`src/sv/rfdt_pkg.sv`:
```
`default_nettype none
// ----------------------------------------------------------------------------
// Ring fault diagnosis table: shared package
// Event kinds, belief codes, bus widths, controller states and the command
// and status bundles between controller and datapath.
// ----------------------------------------------------------------------------
package rfdt_pkg;

  // Default ring capacity
  localparam int MAX_PROCESSES_DEF = 8;

  // Bus widths
  localparam int S_TDATA_W = 8;
  localparam int S_TUSER_W = 2;
  localparam int M_TDATA_W = 40;
  localparam int CFG_W     = 4;
  localparam logic [CFG_W-1:0] PROCESS_COUNT_RST = 4'd8;

  // Event kinds
  localparam logic [1:0] KIND_TEST    = 2'd0;
  localparam logic [1:0] KIND_FAULT   = 2'd1;
  localparam logic [1:0] KIND_RECOVER = 2'd2;

  // Belief codes
  localparam logic [1:0] BELIEF_UNKNOWN = 2'd0;
  localparam logic [1:0] BELIEF_CORRECT = 2'd1;
  localparam logic [1:0] BELIEF_FAULTY  = 2'd2;

  typedef enum logic [2:0] {
    ST_IDLE,
    ST_RD_TESTER,
    ST_LOAD_TESTER,
    ST_WALK,
    ST_LOAD_TARGET,
    ST_WRITE,
    ST_FINISH
  } state_t;

  // Commands from the controller to the datapath
  typedef struct packed {
    logic accept;
    logic rd_tester;
    logic load_tester;
    logic walk_step;
    logic rd_target;
    logic merge;
    logic wr;
    logic out_load;
  } cmd_t;

  // Status from the datapath to the controller
  typedef struct packed {
    logic walk_ok;
    logic p_is_tester;
    logic p_faulty;
    logic out_free;
  } sts_t;

endpackage
`default_nettype wire

```
`src/sv/ring_fault_diagnosis_table.sv`:
```
`default_nettype none
// Every event reads the tester row; a fault, recovery, skipped test or
// process outside the ring then goes straight to the result. A test walks
// until a correct process, whose row is merged, or the tester, then writes back.
// Events are handled one at a time; the next request is taken once the result
// is loaded, so a new event is not accepted before the last one is through.
// Reset (rst, synchronous): fault flags cleared, all table rows read as reset.
// ----------------------------------------------------------------------------
// Ring fault diagnosis table
// Adaptive self-diagnosis on a ring: fault flags, belief table, ring walk
// and belief merge, with stream input and output channels.
// ----------------------------------------------------------------------------
module ring_fault_diagnosis_table
  import rfdt_pkg::*;
#(
  parameter int MAX_PROCESSES = MAX_PROCESSES_DEF
) (
  input  wire                  clk,
  input  wire                  rst,
  input  wire                  cfg_we,
  input  wire  [CFG_W-1:0]     cfg_wdata,      // process_count
  input  wire                  s_tvalid,
  output logic                 s_tready,
  input  wire  [S_TDATA_W-1:0] s_tdata,        // [2:0] process, [7:3] zero
  input  wire  [S_TUSER_W-1:0] s_tuser,        // [1:0] kind
  output logic                 m_tvalid,
  input  wire                  m_tready,
  output logic [M_TDATA_W-1:0] m_tdata         // [2:0] tester, [3] skipped,
                                               // [11:4] suspect_mask,
                                               // [12] correct_found,
                                               // [15:13] correct_target,
                                               // [23:16] learned_mask,
                                               // [39:24] belief_row
);

  cmd_t cmd;
  sts_t sts;

  // Sequencer
  rfdt_ctrl u_ctrl (
    .clk      (clk),
    .rst      (rst),
    .s_tvalid (s_tvalid),
    .s_tready (s_tready),
    .sts      (sts),
    .cmd      (cmd)
  );

  // Storage and walk logic
  rfdt_dp #(
    .MAX_PROCESSES (MAX_PROCESSES)
  ) u_dp (
    .clk       (clk),
    .rst       (rst),
    .cfg_we    (cfg_we),
    .cfg_wdata (cfg_wdata),
    .s_tdata   (s_tdata),
    .s_tuser   (s_tuser),
    .m_tdata   (m_tdata),
    .m_tvalid  (m_tvalid),
    .m_tready  (m_tready),
    .cmd       (cmd),
    .sts       (sts)
  );

endmodule
`default_nettype wire

```
`src/sv/rfdt_ram.sv`:
```
`default_nettype none
// ----------------------------------------------------------------------------
// Generic RAM
// One write port and one read port; the read data is registered.
// ----------------------------------------------------------------------------
module rfdt_ram #(
  parameter int WIDTH = 16,
  parameter int DEPTH = 8
) (
  input  wire                      clk,
  input  wire                      we,
  input  wire  [$clog2(DEPTH)-1:0] waddr,
  input  wire  [WIDTH-1:0]         wdata,
  input  wire                      re,
  input  wire  [$clog2(DEPTH)-1:0] raddr,
  output logic [WIDTH-1:0]         rdata
);

  logic [WIDTH-1:0] mem [DEPTH];

  // Write port
  always_ff @(posedge clk) begin
    if (we) begin
      mem[waddr] <= wdata;
    end
  end

  // Registered read port
  always_ff @(posedge clk) begin
    if (re) begin
      rdata <= mem[raddr];
    end
  end

endmodule
`default_nettype wire

```
`src/sv/rfdt_ctrl.sv`:
```
`default_nettype none
// ----------------------------------------------------------------------------
// Ring fault diagnosis table: controller
// Sequences one event at a time: tester row read, ring walk, target row
// read and merge, write-back and result hand-over.
// ----------------------------------------------------------------------------
module rfdt_ctrl
  import rfdt_pkg::*;
(
  input  wire  clk,
  input  wire  rst,
  input  wire  s_tvalid,
  output logic s_tready,
  input  sts_t sts,
  output cmd_t cmd
);

  state_t state, state_next;

  // State register
  always_ff @(posedge clk) begin
    if (rst) begin
      state <= ST_IDLE;
    end else begin
      state <= state_next;
    end
  end

  // Next state
  always_comb begin
    state_next = state;
    case (state)
      ST_IDLE: begin
        if (s_tvalid) state_next = ST_RD_TESTER;
      end
      ST_RD_TESTER:   state_next = ST_LOAD_TESTER;
      ST_LOAD_TESTER: state_next = sts.walk_ok ? ST_WALK : ST_FINISH;
      ST_WALK: begin
        if (sts.p_is_tester) begin
          state_next = ST_WRITE;
        end else if (!sts.p_faulty) begin
          state_next = ST_LOAD_TARGET;
        end
      end
      ST_LOAD_TARGET: state_next = ST_WRITE;
      ST_WRITE:       state_next = ST_FINISH;
      ST_FINISH: begin
        if (sts.out_free) state_next = ST_IDLE;
      end
      default:        state_next = ST_IDLE;
    endcase
  end

  // Outputs
  always_comb begin
    cmd      = '0;
    s_tready = 1'b0;
    case (state)
      ST_IDLE: begin
        s_tready   = 1'b1;
        cmd.accept = s_tvalid;
      end
      ST_RD_TESTER:   cmd.rd_tester = 1'b1;
      ST_LOAD_TESTER: cmd.load_tester = 1'b1;
      ST_WALK: begin
        cmd.walk_step = 1'b1;
        cmd.rd_target = !sts.p_is_tester && !sts.p_faulty;
      end
      ST_LOAD_TARGET: cmd.merge = 1'b1;
      ST_WRITE:       cmd.wr = 1'b1;
      ST_FINISH:      cmd.out_load = sts.out_free;
      default: begin
        cmd = '0;
      end
    endcase
  end

endmodule
`default_nettype wire

```
`src/sv/rfdt_dp.sv`:
```
`default_nettype none
// ----------------------------------------------------------------------------
// Ring fault diagnosis table: datapath
// Fault flags, belief table RAM with per-row valid bits, working row,
// ring pointer, walk masks and the result register.
// ----------------------------------------------------------------------------
module rfdt_dp
  import rfdt_pkg::*;
#(
  parameter int MAX_PROCESSES = MAX_PROCESSES_DEF
) (
  input  wire                   clk,
  input  wire                   rst,
  input  wire                   cfg_we,
  input  wire  [CFG_W-1:0]      cfg_wdata,
  input  wire  [S_TDATA_W-1:0]  s_tdata,
  input  wire  [S_TUSER_W-1:0]  s_tuser,
  output logic [M_TDATA_W-1:0]  m_tdata,
  output logic                  m_tvalid,
  input  wire                   m_tready,
  input  cmd_t                  cmd,
  output sts_t                  sts
);

  localparam int IDX_W = $clog2(MAX_PROCESSES);
  localparam int CNT_W = $clog2(MAX_PROCESSES + 1);
  localparam int ROW_W = 2 * MAX_PROCESSES;

  typedef logic [MAX_PROCESSES-1:0][1:0] row_t;

  logic [CFG_W-1:0]         process_count;
  logic [MAX_PROCESSES-1:0] fault_flags;
  logic [MAX_PROCESSES-1:0] row_valid;
  logic [1:0]               kind;
  logic [2:0]               tester;
  logic [IDX_W-1:0]         ptr;
  logic [IDX_W-1:0]         target;
  logic [IDX_W-1:0]         rd_idx;
  logic [MAX_PROCESSES-1:0] tested;
  logic [MAX_PROCESSES-1:0] suspects;
  logic [MAX_PROCESSES-1:0] learned;
  logic                     found;
  row_t                     work;

  logic [CNT_W-1:0] ring_n;
  logic             in_ring;
  logic [IDX_W-1:0] t_idx;
  logic [IDX_W-1:0] next_of_t;
  logic [IDX_W-1:0] next_of_p;
  logic [CNT_W-1:0] t_inc;
  logic [CNT_W-1:0] p_inc;
  logic             re;
  logic [IDX_W-1:0] raddr;
  logic [ROW_W-1:0] ram_rdata;
  row_t             rd_row;
  row_t             reset_row;
  row_t             merged_row;
  logic [MAX_PROCESSES-1:0] merged_learned;
  logic [7:0]       suspect_mask;
  logic [7:0]       learned_mask;
  logic [15:0]      belief_row;
  logic [M_TDATA_W-1:0] m_tdata_next;

  // Ring size, clamped to the supported range
  always_comb begin
    if (process_count < 4'd2) begin
      ring_n = CNT_W'(2);
    end else if (32'(process_count) > MAX_PROCESSES) begin
      ring_n = CNT_W'(MAX_PROCESSES);
    end else begin
      ring_n = CNT_W'(process_count);
    end
  end

  assign in_ring = 32'(tester) < 32'(ring_n);
  assign t_idx   = IDX_W'(tester);

  // Successors on the ring
  assign t_inc     = CNT_W'(t_idx) + CNT_W'(1);
  assign p_inc     = CNT_W'(ptr) + CNT_W'(1);
  assign next_of_t = (t_inc == ring_n) ? '0 : IDX_W'(t_inc);
  assign next_of_p = (p_inc == ring_n) ? '0 : IDX_W'(p_inc);

  // Status towards the controller
  assign sts.walk_ok     = in_ring && (kind == KIND_TEST) && !fault_flags[t_idx];
  assign sts.p_is_tester = (ptr == t_idx);
  assign sts.p_faulty    = fault_flags[ptr];
  assign sts.out_free    = !m_tvalid || m_tready;

  // Configuration register
  always_ff @(posedge clk) begin
    if (rst) begin
      process_count <= PROCESS_COUNT_RST;
    end else if (cfg_we) begin
      process_count <= cfg_wdata;
    end
  end

  // Latch the request
  always_ff @(posedge clk) begin
    if (cmd.accept) begin
      kind   <= s_tuser;
      tester <= s_tdata[2:0];
    end
  end

  // Fault flags: applied as soon as the event has been latched
  always_ff @(posedge clk) begin
    if (rst) begin
      fault_flags <= '0;
    end else if (cmd.rd_tester && in_ring) begin
      if (kind == KIND_FAULT) begin
        fault_flags[t_idx] <= 1'b1;
      end else if (kind == KIND_RECOVER) begin
        fault_flags[t_idx] <= 1'b0;
      end
    end
  end

  // Belief table: one row per process
  assign re    = cmd.rd_tester || cmd.rd_target;
  assign raddr = cmd.rd_target ? ptr : t_idx;

  rfdt_ram #(
    .WIDTH (ROW_W),
    .DEPTH (MAX_PROCESSES)
  ) u_ram (
    .clk   (clk),
    .we    (cmd.wr),
    .waddr (t_idx),
    .wdata (work),
    .re    (re),
    .raddr (raddr),
    .rdata (ram_rdata)
  );

  always_ff @(posedge clk) begin
    if (re) begin
      rd_idx <= raddr;
    end
  end

  // A row never written reads as its reset value: only its own entry correct
  always_comb begin
    for (int i = 0; i < MAX_PROCESSES; i++) begin
      reset_row[i] = (IDX_W'(i) == rd_idx) ? BELIEF_CORRECT : BELIEF_UNKNOWN;
    end
  end

  assign rd_row = row_valid[rd_idx] ? row_t'(ram_rdata) : reset_row;

  always_ff @(posedge clk) begin
    if (rst) begin
      row_valid <= '0;
    end else if (cmd.wr) begin
      row_valid[t_idx] <= 1'b1;
    end
  end

  // Merge of the target's known beliefs about untested processes
  always_comb begin
    merged_row     = work;
    merged_learned = '0;
    for (int i = 0; i < MAX_PROCESSES; i++) begin
      if ((32'(i) < 32'(ring_n)) && !tested[i] && (rd_row[i] != BELIEF_UNKNOWN)) begin
        merged_row[i]     = rd_row[i];
        merged_learned[i] = 1'b1;
      end
    end
  end

  // Working row, ring pointer and walk masks
  always_ff @(posedge clk) begin
    if (cmd.load_tester) begin
      work     <= rd_row;
      tested   <= MAX_PROCESSES'(1) << t_idx;
      suspects <= '0;
      learned  <= '0;
      found    <= 1'b0;
      target   <= '0;
      ptr      <= next_of_t;
    end else if (cmd.walk_step && !sts.p_is_tester) begin
      tested[ptr] <= 1'b1;
      if (sts.p_faulty) begin
        work[ptr]     <= BELIEF_FAULTY;
        suspects[ptr] <= 1'b1;
        ptr           <= next_of_p;
      end else begin
        work[ptr] <= BELIEF_CORRECT;
        found     <= 1'b1;
        target    <= ptr;
      end
    end else if (cmd.merge) begin
      work    <= merged_row;
      learned <= merged_learned;
    end
  end

  // Result fields, limited to the first eight processes of the ring
  always_comb begin
    suspect_mask = '0;
    learned_mask = '0;
    belief_row   = '0;
    for (int i = 0; i < 8; i++) begin
      if (i < MAX_PROCESSES) begin
        suspect_mask[i] = suspects[i % MAX_PROCESSES];
        learned_mask[i] = learned[i % MAX_PROCESSES];
        if (32'(i) < 32'(ring_n)) begin
          belief_row[2*i +: 2] = work[i % MAX_PROCESSES];
        end
      end
    end
  end

  // Result word: walk fields only for a walked test, row only inside the ring
  always_comb begin
    m_tdata_next      = '0;
    m_tdata_next[2:0] = tester;
    m_tdata_next[3]   = !sts.walk_ok;
    if (sts.walk_ok) begin
      m_tdata_next[11:4]  = suspect_mask;
      m_tdata_next[12]    = found;
      m_tdata_next[15:13] = 3'(target);
      m_tdata_next[23:16] = learned_mask;
    end
    if (in_ring) begin
      m_tdata_next[39:24] = belief_row;
    end
  end

  // Result register
  always_ff @(posedge clk) begin
    if (rst) begin
      m_tvalid <= 1'b0;
    end else if (cmd.out_load) begin
      m_tvalid <= 1'b1;
    end else if (m_tready) begin
      m_tvalid <= 1'b0;
    end
  end

  always_ff @(posedge clk) begin
    if (cmd.out_load) begin
      m_tdata <= m_tdata_next;
    end
  end

`ifndef SYNTHESIS
  // The tester is always part of its own tested set while walking
  a_tester_tested: assert property (@(posedge clk) disable iff (rst)
    cmd.walk_step |-> tested[t_idx])
    else $error("tester missing from tested set");

  // A correct target is never the tester itself
  a_target_not_tester: assert property (@(posedge clk) disable iff (rst)
    (cmd.out_load && sts.walk_ok && found) |-> (target != t_idx))
    else $error("correct target equals tester");

  // A written-back row is marked valid afterwards
  a_row_valid: assert property (@(posedge clk) disable iff (rst)
    cmd.wr |=> row_valid[t_idx])
    else $error("row not marked valid after write");

  // Skipped results carry empty walk fields
  a_skip_empty: assert property (@(posedge clk) disable iff (rst)
    (m_tvalid && m_tdata[3]) |-> (m_tdata[23:4] == 20'd0))
    else $error("skipped result with walk fields set");
`endif

endmodule
`default_nettype wire
```
`config.mk`:
```
export PLATFORM = sky130hd
export DESIGN_NAME = ring_fault_diagnosis_table
export DESIGN_NICKNAME = d
export VERILOG_FILES = /design/src/sv/rfdt_pkg.sv /design/src/sv/ring_fault_diagnosis_table.sv /design/src/sv/rfdt_ram.sv /design/src/sv/rfdt_ctrl.sv /design/src/sv/rfdt_dp.sv
export SDC_FILE = /design/constraint.sdc
export NUM_CORES = 1
export LEC_CHECK = 0
export BUFFER_PORTS_ARGS = -buffer_cell sky130_fd_sc_hd__clkbuf_2
export CORE_ASPECT_RATIO = 0.8
export CORE_MARGIN = 2
export CORE_UTILIZATION = 48
export DETAILED_ROUTE_END_ITERATION = 16
export GPL_TIMING_DRIVEN = 0
export PLACE_DENSITY = 0.75
export SYNTH_ARGS = -nofsm -noshare
export SYNTH_HDL_FRONTEND = slang
export SYNTH_SLANG_ARGS = --single-unit
```
`constraint.sdc`:
```
create_clock -name clk -period 9.5 [get_ports clk]
set_input_delay 1.425 -clock clk [delete_from_list [all_inputs] [get_ports clk]]
set_output_delay 1.425 -clock clk [all_outputs]
set_load 0.1 [all_outputs]
```
==> flow_summary.ini, run 1 <==
[synthesis]
yosys_warnings = 0
yosys.area.top_type = edfxtp_1
avgSynthCellArea_sq_um = 10.7
yosysTopAreaCellShare_pct = 49.7
ys_ff_latch = 263
synth_edf_count = 219
syn-cell-area_sq_mm = 0.0132
yosysSeqAreaShare_pct = 56.3
synthArstFlopShare_pct = 0
ys.flop_type = edfxtp_1
syn_nets = 1268
ys_types = 59
yosys-top-cells-area = edfxtp_1 (50%), nand2_1 (7.0%), dfxtp_1 (6.7%)
postSynthCellCount = 1237

[global_routing]
antenna_found_initial = 1
grt_first_pass_wirelength_um = 60200
grt_max_degree = 39
gr-total-overflow = 0
grt_usage_pct = 27.3
grt_pass1_vias = 10057

[clock_tree]
cts_resized = 0
cts.path.max_buffers = 3
clk_pin_slew_ns = 0.06
cts_tree = yes
insertion_delay_ns = 0.55
cts_buffers = 27
cts-root-buf = clkbuf_16
cts.htree.levels = 1
hold_buffers = 0
postCtsSetupBuffers = 0
cts_sinks = 263

[timing]
min_period_ns = 4.43
hold_viol = 0
fin_crit_sh_pct = 46.6
post-route-worst-setup-slack_ns = 5.07
finalSetupViolCount = 0
fin_tns_setup_ns = 0
rsz0062_at_grt = false
slew-limit-headroom_pct = 24.2
worstMarginPinSlew_ns = 1.13
drv_slew = 0
fmaxAchievable_ghz = 0.226
skew_ns = 0.0197

[drt]
dr.pass1.iters = 5
ant_nets = 0
drt_wl_total_um = 40200
post_drt_wl_per_cell_um = 23.4
drt_iter0_markers = 1738
route.detailed.drc = 0
dr_total_vias = 10717
vias_per_cell = 6.25

[power]
powerDensity_mw_per_mm2 = 186
p_sw_share_pct = 27.4
switchingPower_w = 0.000765
power.total_w = 0.00279
power.internal_w = 0.00203
pwr-share-clk_pct = 36.9
peakVddDrop_v = 0.000142
combPwrFrac_pct = 14.4
power_frac_seq_pct = 48.6
leakage_nw = 5.23

[layout]
final_cell_area_sq_mm = 0.0150
layout-drive-gt1-share_pct = 12.9
instances_no_fill = 1716
final_cell_mix = nand2_1 (246), edfxtp_1 (219), nor2_1 (107)
layout_commonest_cell = nand2_1
fillerInstances = 2222
area_growth_pct = 13.3
final_nets = 1361

[floorplanning]
ios = 61
floorplan.die.height_um = 153
fp.dieW_um = 190
die-area_sq_mm = 0.0289
core-area_sq_mm = 0.0272
rows = 54
start_util_pct = 48.6

[critical_path]
cp_common_cell = clkbuf_1
critPathRequiredTime_ns = 9.78
endpoint_kind = flop
slowest_delay_ns = 0.86
path_delay_family = buffers and inverters
crit_type = flop to flop
crit_slowest_cell = a2111oi_2
cp_num_buf_inv = 6
path_cells = buf_2 > inv_1 > clkbuf_1 > clkbuf_1 > ha_1 > nor2b_1 > o21ai_0 > a21oi_1 > a2111oi_2 > clkbuf_1 > inv_1
crit_fanout = 12
worstPathArrival_ns = 4.71
critPathLaunchType = flop

[place]
io_buffers = 54
dp_hpwl_um = 28000
place_ws_ns = 5.24
gp_congestion = 0.951
dpl_cell_area_sq_mm = 0.0141
dp_cells = 1665

[hold_path]
hold_path.class = flop to flop

[flow_run]
drv_cap = 0

[status]
status = complete, no violations
-- flip-flops by register name, summed over array words and instances (netlist names), named ones only --
register	flops
u_dp.u_ram.mem	128
u_dp.target	3
u_dp.m_tvalid	1
u_dp.m_tdata	40
u_dp.kind	2
u_dp.learned	8
u_dp.row_valid	8
u_dp.found	1
u_dp.suspect_mask	8
u_ctrl.state	3
u_dp.u_ram.rdata	16
u_dp.rd_idx	3
u_dp.process_count	4
u_dp.ptr	3
u_dp.t_idx	3
u_dp.tested	8
-- layout make-up --
type | instances | area [sq um] | area share [%]
Antenna cell | 1 | 2.50 | 0.0167
Tap cell | 364 | 455 | 3.03
Clock buffer | 35 | 747 | 4.98
Clock inverter | 15 | 111 | 0.742
Timing Repair Buffer | 64 | 414 | 2.76
Sequential cell | 263 | 7460 | 49.7
Multi-Input combinational cell | 849 | 5280 | 35.2
Buffer | 110 | 489 | 3.26
Inverter | 15 | 56.3 | 0.375
-- synthesized netlist by cell type (8+ instances only) --
library cell	n
buf_2	19
nand2b_1	70
edfxtp_1	219
o22ai_1	9
nand3_1	11
clkbuf_1	70
dfxtp_1	44
buf_1	12
inv_1	15
o21ai_0	29
ha_1	12
a21oi_1	32
mux2_2	9
mux2i_1	46
a2111oi_0	64
nand2_1	246
nor3_1	14
mux2_4	9
and2_1	29
nor2_1	112
a22o_1	8
a32oi_1	64
-- stage by stage --
| step | hold slack (ns) | utilization, % |
|---|---|---|
| 2_1_floorplan | 0.415 | - |
| 3_3_place_gp | 0.429 | 51.3 |
| 3_5_place_dp | 0.437 | 52.0 |
| 4_1_cts | 0.445 | 55.1 |
| 5_1_grt | 0.474 | 55.1 |
| 6_report | 0.446 | 55.1 |
-- worst register-to-register path, delay by kind of cell, from the launching register on --
family	cells	cell delay (ns)
buffers and inverters	6	2.17
AO/OA/AOI/OAI	3	1.16
flip-flops	1	0.55
adder cells (fa/ha/maj)	1	0.26
AND/OR/NAND/NOR	1	0.05
-- per-layer routing --
layer,track usage [%],wire length (um)
met3,7.67,5530
met5,0,0
met1,40.5,16600
met4,8.60,1230
met2,38.8,16900
-- power by group through the flow --
stage	clock network, W	registers [W]	logic, W
6_report	0.00103	0.00136	0.000402
5_1_grt	0.00108	0.00136	0.000430
4_1_cts	0.00104	0.00135	0.000391
3_5_place_dp	0	0.00138	0.000389
3_3_place_gp	0	0.00138	0.000375
2_1_floorplan	0	0.00137	0.000261
-- worst paths after layout --
path,start,endpoint,slack (ns),cells past startpoint
min,u_dp.found$_SDFFE_PP0P_,u_dp.found$_SDFFE_PP0P_,0.45,2
max reg2reg,u_dp.t_idx[0]$_DFFE_PP_,u_dp.m_tdata[3]$_DFFE_PP_,5.07,11
max,u_dp.t_idx[0]$_DFFE_PP_,u_dp.m_tdata[3]$_DFFE_PP_,5.07,11
min reg2reg,u_dp.found$_SDFFE_PP0P_,u_dp.found$_SDFFE_PP0P_,0.45,2
-- kinds of logic after synthesis --
group	Yosys count	share of synthesized area (%)
and+or+nand+nor	513	17.6
muxes	69	5.96
AOI/OAI and AO/OA	247	14.4
buffers and inverters	125	4.12
adders and majority gates	12	1.13
DFF	263	56.3
xor gates and xnor gates	8	0.529
(Power assumes the default switching activity.)
==> run 2, diff against run 1 <==
--- a/config.mk
+++ b/config.mk
@@ -5,13 +5,14 @@
 export SDC_FILE = /design/constraint.sdc
 export NUM_CORES = 1
 export LEC_CHECK = 0
+export ABC_AREA = 1
 export BUFFER_PORTS_ARGS = -buffer_cell sky130_fd_sc_hd__clkbuf_2
 export CORE_ASPECT_RATIO = 0.8
 export CORE_MARGIN = 2
 export CORE_UTILIZATION = 48
 export DETAILED_ROUTE_END_ITERATION = 16
 export GPL_TIMING_DRIVEN = 0
-export PLACE_DENSITY = 0.75
+export PLACE_DENSITY = 0.77
 export SYNTH_ARGS = -nofsm -noshare
 export SYNTH_HDL_FRONTEND = slang
 export SYNTH_SLANG_ARGS = --single-unit
==> constraint.sdc (replaced) <==
create_clock -name clk -period 3.9 [get_ports clk]
set_input_delay 0.585 -clock clk [delete_from_list [all_inputs] [get_ports clk]]
set_output_delay 0.585 -clock clk [all_outputs]
set_load 0.1 [all_outputs]
==> flow_summary.ini, run 2 <==
[clock_tree]
clk_pin_slew_ns = 0.06
cts.path.max_buffers = 3
postCtsSetupBuffers = 0
hold_buffers = 0
insertion_delay_ns = 0.55
cts_resized = 0
cts_sinks = 263
cts-root-buf = clkbuf_16
cts.htree.levels = 1
cts_tree = yes
cts_buffers = 27

[timing]
skew_ns = 0.0262
rsz0062_at_grt = false
worstMarginPinSlew_ns = 0.805
post-route-worst-setup-slack_ns = 0.594
slew-limit-headroom_pct = 46.2
hold_viol = 0
fmaxAchievable_ghz = 0.302
fin_tns_setup_ns = 0
min_period_ns = 3.31
drv_slew = 0
finalSetupViolCount = 0
fin_crit_sh_pct = 84.8

[synthesis]
ys_types = 40
synth_commonest_cells = nand2_1 (238), inv_1 (225), edfxtp_1 (219)
yosys-top-cells-area = edfxtp_1 (55%), nand3_1 (8.4%), nand2_1 (7.5%)
yosysTopAreaCellShare_pct = 55.3
ys.flop_type = edfxtp_1
ys_ff_latch = 263
yosys.area.top_type = edfxtp_1
syn_nets = 1266
yosysSeqAreaShare_pct = 62.7
yosys_warnings = 0
syn-cell-area_sq_mm = 0.0119
synth.most_common_cell = nand2_1
avgSynthCellArea_sq_um = 9.64
synthArstFlopShare_pct = 0
postSynthCellCount = 1235
synth_edf_count = 219

[hold_path]
hold_path.class = primary input to flop

[layout]
fillerInstances = 2085
antennaDiodeCount = 0
layout-drive-gt1-share_pct = 13.0
regMostFlops = u_dp.u_ram.mem
reg_top3 = u_dp.u_ram.mem x128, u_dp.m_tdata x40, u_dp.u_ram.rdata x16
multiInputGateArea_sq_mm = 0.00329
area_growth_pct = 14.5
final_nets = 1358
regArea_sq_mm = 0.00746
final_cell_mix = nand2_1 (238), inv_1 (225), edfxtp_1 (219)
largest_reg_flops = 128
layout_commonest_cell = nand2_1

[power]
powerDensity_mw_per_mm2 = 705
switchingPower_w = 0.00359
leakage_nw = 5.81
power.total_w = 0.00961
p_sw_share_pct = 37.4
pwr-share-clk_pct = 26.8
power_frac_seq_pct = 42.7
peakVddDrop_v = 0.000632
power.internal_w = 0.00602
combPwrFrac_pct = 30.5

[critical_path]
r2r_end = u_dp.m_tdata[18]$_SDFFCE_PN0P_
critPathLaunchType = flop
crit_fanout = 10
reg2reg_depth = 12
crit_type = flop to flop
endpoint_kind = flop
cp-startpoint = u_dp.process_count[3]$_SDFFE_PP1P_
r2r_start = u_dp.process_count[3]$_SDFFE_PP1P_
worstPathArrival_ns = 3.59
endpoint = u_dp.m_tdata[18]$_SDFFCE_PN0P_
rrSetupSlack_ns = 0.59
critPathRequiredTime_ns = 4.18

[status]
status = complete, no violations

[flow_run]
drv_cap = 0

[floorplanning]
core-area_sq_mm = 0.0244
die-area_sq_mm = 0.0261
floorplan.die.height_um = 145
fp.dieW_um = 180
ios = 61
rows = 51
start_util_pct = 48.8

[global_routing]
grt_pass1_vias = 8534
grtUsageMet2_pct = 35.1
grt_first_pass_wirelength_um = 46900
gr-total-overflow = 0
antenna_found_initial = 0
use_met1_pct = 34.3
gr-usage-met3_pct = 5.98
grt_busiest_layer = met2
grt_max_degree = 35
grt_usage_pct = 23.3

[place]
io_buffers = 54
place_ws_ns = 0.710
gp_congestion = 0.952
dp_hpwl_um = 21800

[drt]
ant_nets = 0
route.detailed.drc = 0
drt_iter0_markers = 1150
dr_total_vias = 9046
vias_per_cell = 5.43
drt_wl_total_um = 30200
dr.pass1.iters = 5
post_drt_wl_per_cell_um = 18.2
==> run 2: cell types whose count changed after synthesis, sizes merged, moves of 11 or more <==
cell     previous run  this run
a2111oi            65         0
and2               29         0
mux2               19         0
clkbuf             70        15
inv                15       233
mux2i              47         0
nor2              112       101
nand3              11       201
nand2b             70         0
a32oi              64         0
==> run 2: cells by family (layout without fill, tap and decap cells) <==
logic type               Yosys count  count (layout)  share of synthesized area, %
adder cells (fa/ha/maj)           12              12                          1.26
XOR/XNOR                           8               8                         0.589
AND/OR/NAND/NOR                  564             564                          20.7
flip-flops                       263             263                          62.7
buffers and inverters            286             398                          9.95
AO/OA/AOI/OAI                    102             102                          4.79
==> run 2: critical path, stage by stage (launching register included) <==
cell and delay, ns:
dfxtp_1 0.30, clkbuf_1 0.21, inv_1 0.31, o21ai_0 0.31
ha_1 0.37, inv_1 0.03, o21bai_1 0.11, nand3_1 0.08
o21ai_1 0.37, nor2_1 0.17, nand2_1 0.28, clkbuf_1 0.41
nor2_1 0.10
==> run 2: how the worst min path moves through the flow <==
stage / start / to / slack (ns) / cells past startpoint
finish: s_tuser[0] / u_dp.kind[0]$_DFFE_PP_ / 0.23 / 1
CTS: s_tdata[2] / u_dp.t_idx[2]$_DFFE_PP_ / 0.22 / 1
global route: s_tuser[0] / u_dp.kind[0]$_DFFE_PP_ / 0.22 / 1
global placement: u_dp.row_valid[0]$_SDFFE_PP0P_ / u_dp.row_valid[0]$_SDFFE_PP0P_ / 0.45 / 2
detailed placement: u_dp.learned[3]$_SDFFE_PP0P_ / u_dp.learned[3]$_SDFFE_PP0P_ / 0.46 / 2
floorplan: u_dp.target[0]$_SDFFE_PP0P_ / u_dp.target[0]$_SDFFE_PP0P_ / 0.44 / 2
==> run 2: final cells by class <==
cell class	count	area share, %
buffer	52	2.20
clock buffer	36	5.81
clock inverter	13	0.735
inverter	234	6.48
multi-input combinational	686	24.1
sequential	263	54.7
tap	318	2.92
timing repair buffer	63	2.98
==> run 2: metal layers <==
| metal | up-vias | wire [um] |
|---|---|---|
| li1 | 4228 | - |
| met1 | 4270 | 13100 |
| met4 | 0 | 621 |
| met5 | - | 0 |
| met2 | 494 | 12700 |
| met3 | 54 | 3780 |
==> run 2: per-stage QoR <==
stage | hold slack [ns] | cells | instance area [sq um] | utilization (%)
3_5_place_dp | 0.455 | 1616 | 12700 | 52.2
3_3_place_gp | 0.451 | 1607 | 12600 | 51.6
5_1_grt | 0.220 | 1665 | 13600 | 55.9
2_1_floorplan | 0.440 | 1235 | 11900 | -
6_report | 0.230 | 1665 | 13600 | 55.9
4_1_cts | 0.215 | 1665 | 13600 | 55.9
==> run 2: power by group through the flow <==
stage | clock network [W] | registers [W] | logic [W]
floorplan | 0 | 0.00409 | 0.00195
global placement | 0 | 0.00413 | 0.00276
detailed placement | 0 | 0.00414 | 0.00284
CTS | 0.00259 | 0.00409 | 0.00287
global route | 0.00272 | 0.00414 | 0.00322
finish | 0.00257 | 0.00410 | 0.00293
==> run 3, diff against run 2 <==
--- a/config.mk
+++ b/config.mk
@@ -12,7 +12,7 @@
 export CORE_UTILIZATION = 48
 export DETAILED_ROUTE_END_ITERATION = 16
 export GPL_TIMING_DRIVEN = 0
-export PLACE_DENSITY = 0.77
+export PLACE_DENSITY = 0.75
 export SYNTH_ARGS = -nofsm -noshare
 export SYNTH_HDL_FRONTEND = slang
 export SYNTH_SLANG_ARGS = --single-unit
==> constraint.sdc (replaced) <==
create_clock -name clk -period 3.1 [get_ports clk]
set_input_delay 0.465 -clock clk [delete_from_list [all_inputs] [get_ports clk]]
set_output_delay 0.465 -clock clk [all_outputs]
set_load 0.1 [all_outputs]
==> flow_summary.ini, run 3 (same netlist as run 2, synthesis figures left out) <==
[status]
status = complete, no violations

[critical_path]
crit_slowest_cell = nor2_1
slowest_delay_ns = 0.48
path_cells = clkbuf_1 > nor2_1 > nand2_1 > nand3_1 > inv_1 > ha_1 > o21bai_1 > nand3_1 > o21ai_2 > nor2_1 > nand2_1 > clkbuf_2 > nor2_1
crit_fanout = 10
rrSetupSlack_ns = 0.18
crit_type = flop to flop
worstPathArrival_ns = 3.20
reg2reg_depth = 13
r2r_start = u_dp.process_count[3]$_SDFFE_PP1P_
r2r_end = u_dp.m_tdata[17]$_SDFFCE_PN0P_
endpoint_kind = flop
cp_common_cell = nor2_1
critPathRequiredTime_ns = 3.38
critPathLaunchType = flop

[timing]
finalSetupViolCount = 0
fin_crit_sh_pct = 94.2
worstMarginPinSlew_ns = 1.03
fmaxAchievable_ghz = 0.342
holdWs_ns = 0.108
hold_viol = 0
skew_ns = 0.0227
slew-limit-headroom_pct = 31.4
drv_slew = 0
rsz0062_at_grt = false
min_period_ns = 2.92

[global_routing]
gr-total-overflow = 0
grt_usage_pct = 23.8
grt_first_pass_wirelength_um = 47700
grt_pass1_vias = 8517
antenna_found_initial = 0
grt_max_degree = 37

[clock_tree]
cts.path.max_buffers = 3
insertion_delay_ns = 0.55
cts_buffers = 26
cts_tree = yes
cts.htree.levels = 1
postCtsSetupBuffers = 0
cts_sinks = 263
clk_pin_slew_ns = 0.07
cts-root-buf = clkbuf_16

[layout]
final_cell_area_sq_mm = 0.0136
regArea_sq_mm = 0.00746
layout_commonest_cell = nand2_1
area_growth_pct = 14.5
final_cell_mix = nand2_1 (237), inv_1 (225), edfxtp_1 (219)
layout-drive-gt1-share_pct = 13.1
antennaDiodeCount = 0
multiInputGateArea_sq_mm = 0.00329
final_nets = 1356
final_util_pct = 55.9
largest_reg_flops = 128
regMostFlops = u_dp.u_ram.mem
reg_top3 = u_dp.u_ram.mem x128, u_dp.m_tdata x40, u_dp.u_ram.rdata x16
fillerInstances = 2101

[drt]
vias_per_cell = 5.49
dr.pass1.iters = 6
dr_total_vias = 9134
drt_wl_total_um = 31300
drt_iter0_markers = 1177
route.detailed.drc = 0
post_drt_wl_per_cell_um = 18.8
ant_nets = 0

[floorplanning]
core-area_sq_mm = 0.0244
floorplan.die.height_um = 145
ios = 61
start_util_pct = 48.8
die-area_sq_mm = 0.0261
fp.dieW_um = 180
rows = 51

[place]
dp_hpwl_um = 22200
gp_congestion = 0.961
dpl_cell_area_sq_mm = 0.0127
io_buffers = 54

[power]
switchingPower_w = 0.00455
power_frac_seq_pct = 42.5
power.internal_w = 0.00758
p_sw_share_pct = 37.5
leakage_nw = 5.82
powerDensity_mw_per_mm2 = 891
peakVddDrop_v = 0.000749
pwr-share-clk_pct = 26.7
combPwrFrac_pct = 30.9
power.total_w = 0.0121

[hold_path]
worstHoldPathCells = 1
hold_path.class = primary input to flop
whs_endpoint = u_dp.kind[1]$_DFFE_PP_
worstHoldStart = s_tuser[1]

[flow_run]
drv_cap = 0
-- run 3: changes by cell type in the layout (fill, tap and decap cells not counted), sizes merged --
cell	before	now
buf	46	45
bufinv	1	2
clkbuf	105	106
clkinv	9	10
clkinvlp	2	0
inv	235	233
-- run 3: metrics by stage --
step	cells	setup slack, ns	TNS, ns
after CTS	1663	0.0780	0
after detailed placement	1615	-0.0492	-0.117
after floorplan	1235	0.139	0
after global routing	1663	0.0320	0
final	1663	0.179	0
after global placement	1607	-0.456	-18.46
-- run 3: worst max-delay path, delay by kind of cell, from the launching register on --
kind	cells	cell delay, ns
buf+inv	3	0.57
compound gates	2	0.32
fa+ha+maj	1	0.18
flops	1	0.29
simple gates	7	1.29
-- run 3: power groups by stage --
stage          combinational (W)  clock (W)  sequential, W
3_5_place_dp             0.00362          0        0.00521
2_1_floorplan            0.00245          0        0.00515
6_report                 0.00375    0.00323        0.00515
3_3_place_gp             0.00351          0        0.00519
4_1_cts                  0.00366    0.00325        0.00514
5_1_grt                  0.00409    0.00342        0.00520
-- run 3: layout make-up --
class	count	area share, %
clock inverter	11	0.845
tap	318	2.92
clock buffer	37	5.61
buffer	52	2.22
timing repair buffer	62	2.99
sequential	263	54.7
inverter	234	6.48
multi-input combinational	686	24.2
-- run 3: layer usage --
metal / vias to the layer above / global-route usage [%] / routed length (um)
li1: 4223 / - / -
met1: 4333 / 34.8 / 13800
met2: 516 / 35.7 / 13200
met3: 62 / 6.11 / 3560
met4: 0 / 5.77 / 691
met5: - / 0 / 0
-- run 3: timing repair --
| action | CTS | global route |
|---|---|---|
| hold buffers | 0 | 0 |
| gates resized for setup | 2 | 2 |
| endpoints found under the setup margin | 14 | 47 |
-- run 3: how the worst max path moves through the flow --
stage	startpoint	endpoint	cells past startpoint
after floorplan	u_dp.m_tvalid$_SDFFE_PP0P_	u_dp.m_tdata[0]$_DFFE_PP_	3
after global routing	u_dp.process_count[3]$_SDFFE_PP1P_	u_dp.m_tdata[33]$_SDFFCE_PN0P_	11
final	u_dp.process_count[3]$_SDFFE_PP1P_	u_dp.m_tdata[17]$_SDFFCE_PN0P_	13
after CTS	u_dp.process_count[3]$_SDFFE_PP1P_	u_dp.m_tdata[17]$_SDFFCE_PN0P_	12
after detailed placement	u_dp.process_count[3]$_SDFFE_PP1P_	u_dp.m_tdata[17]$_SDFFCE_PN0P_	12
after global placement	u_ctrl.state[1]$_SDFFE_PP0P_	u_dp.m_tdata[35]$_SDFFCE_PN0P_	4
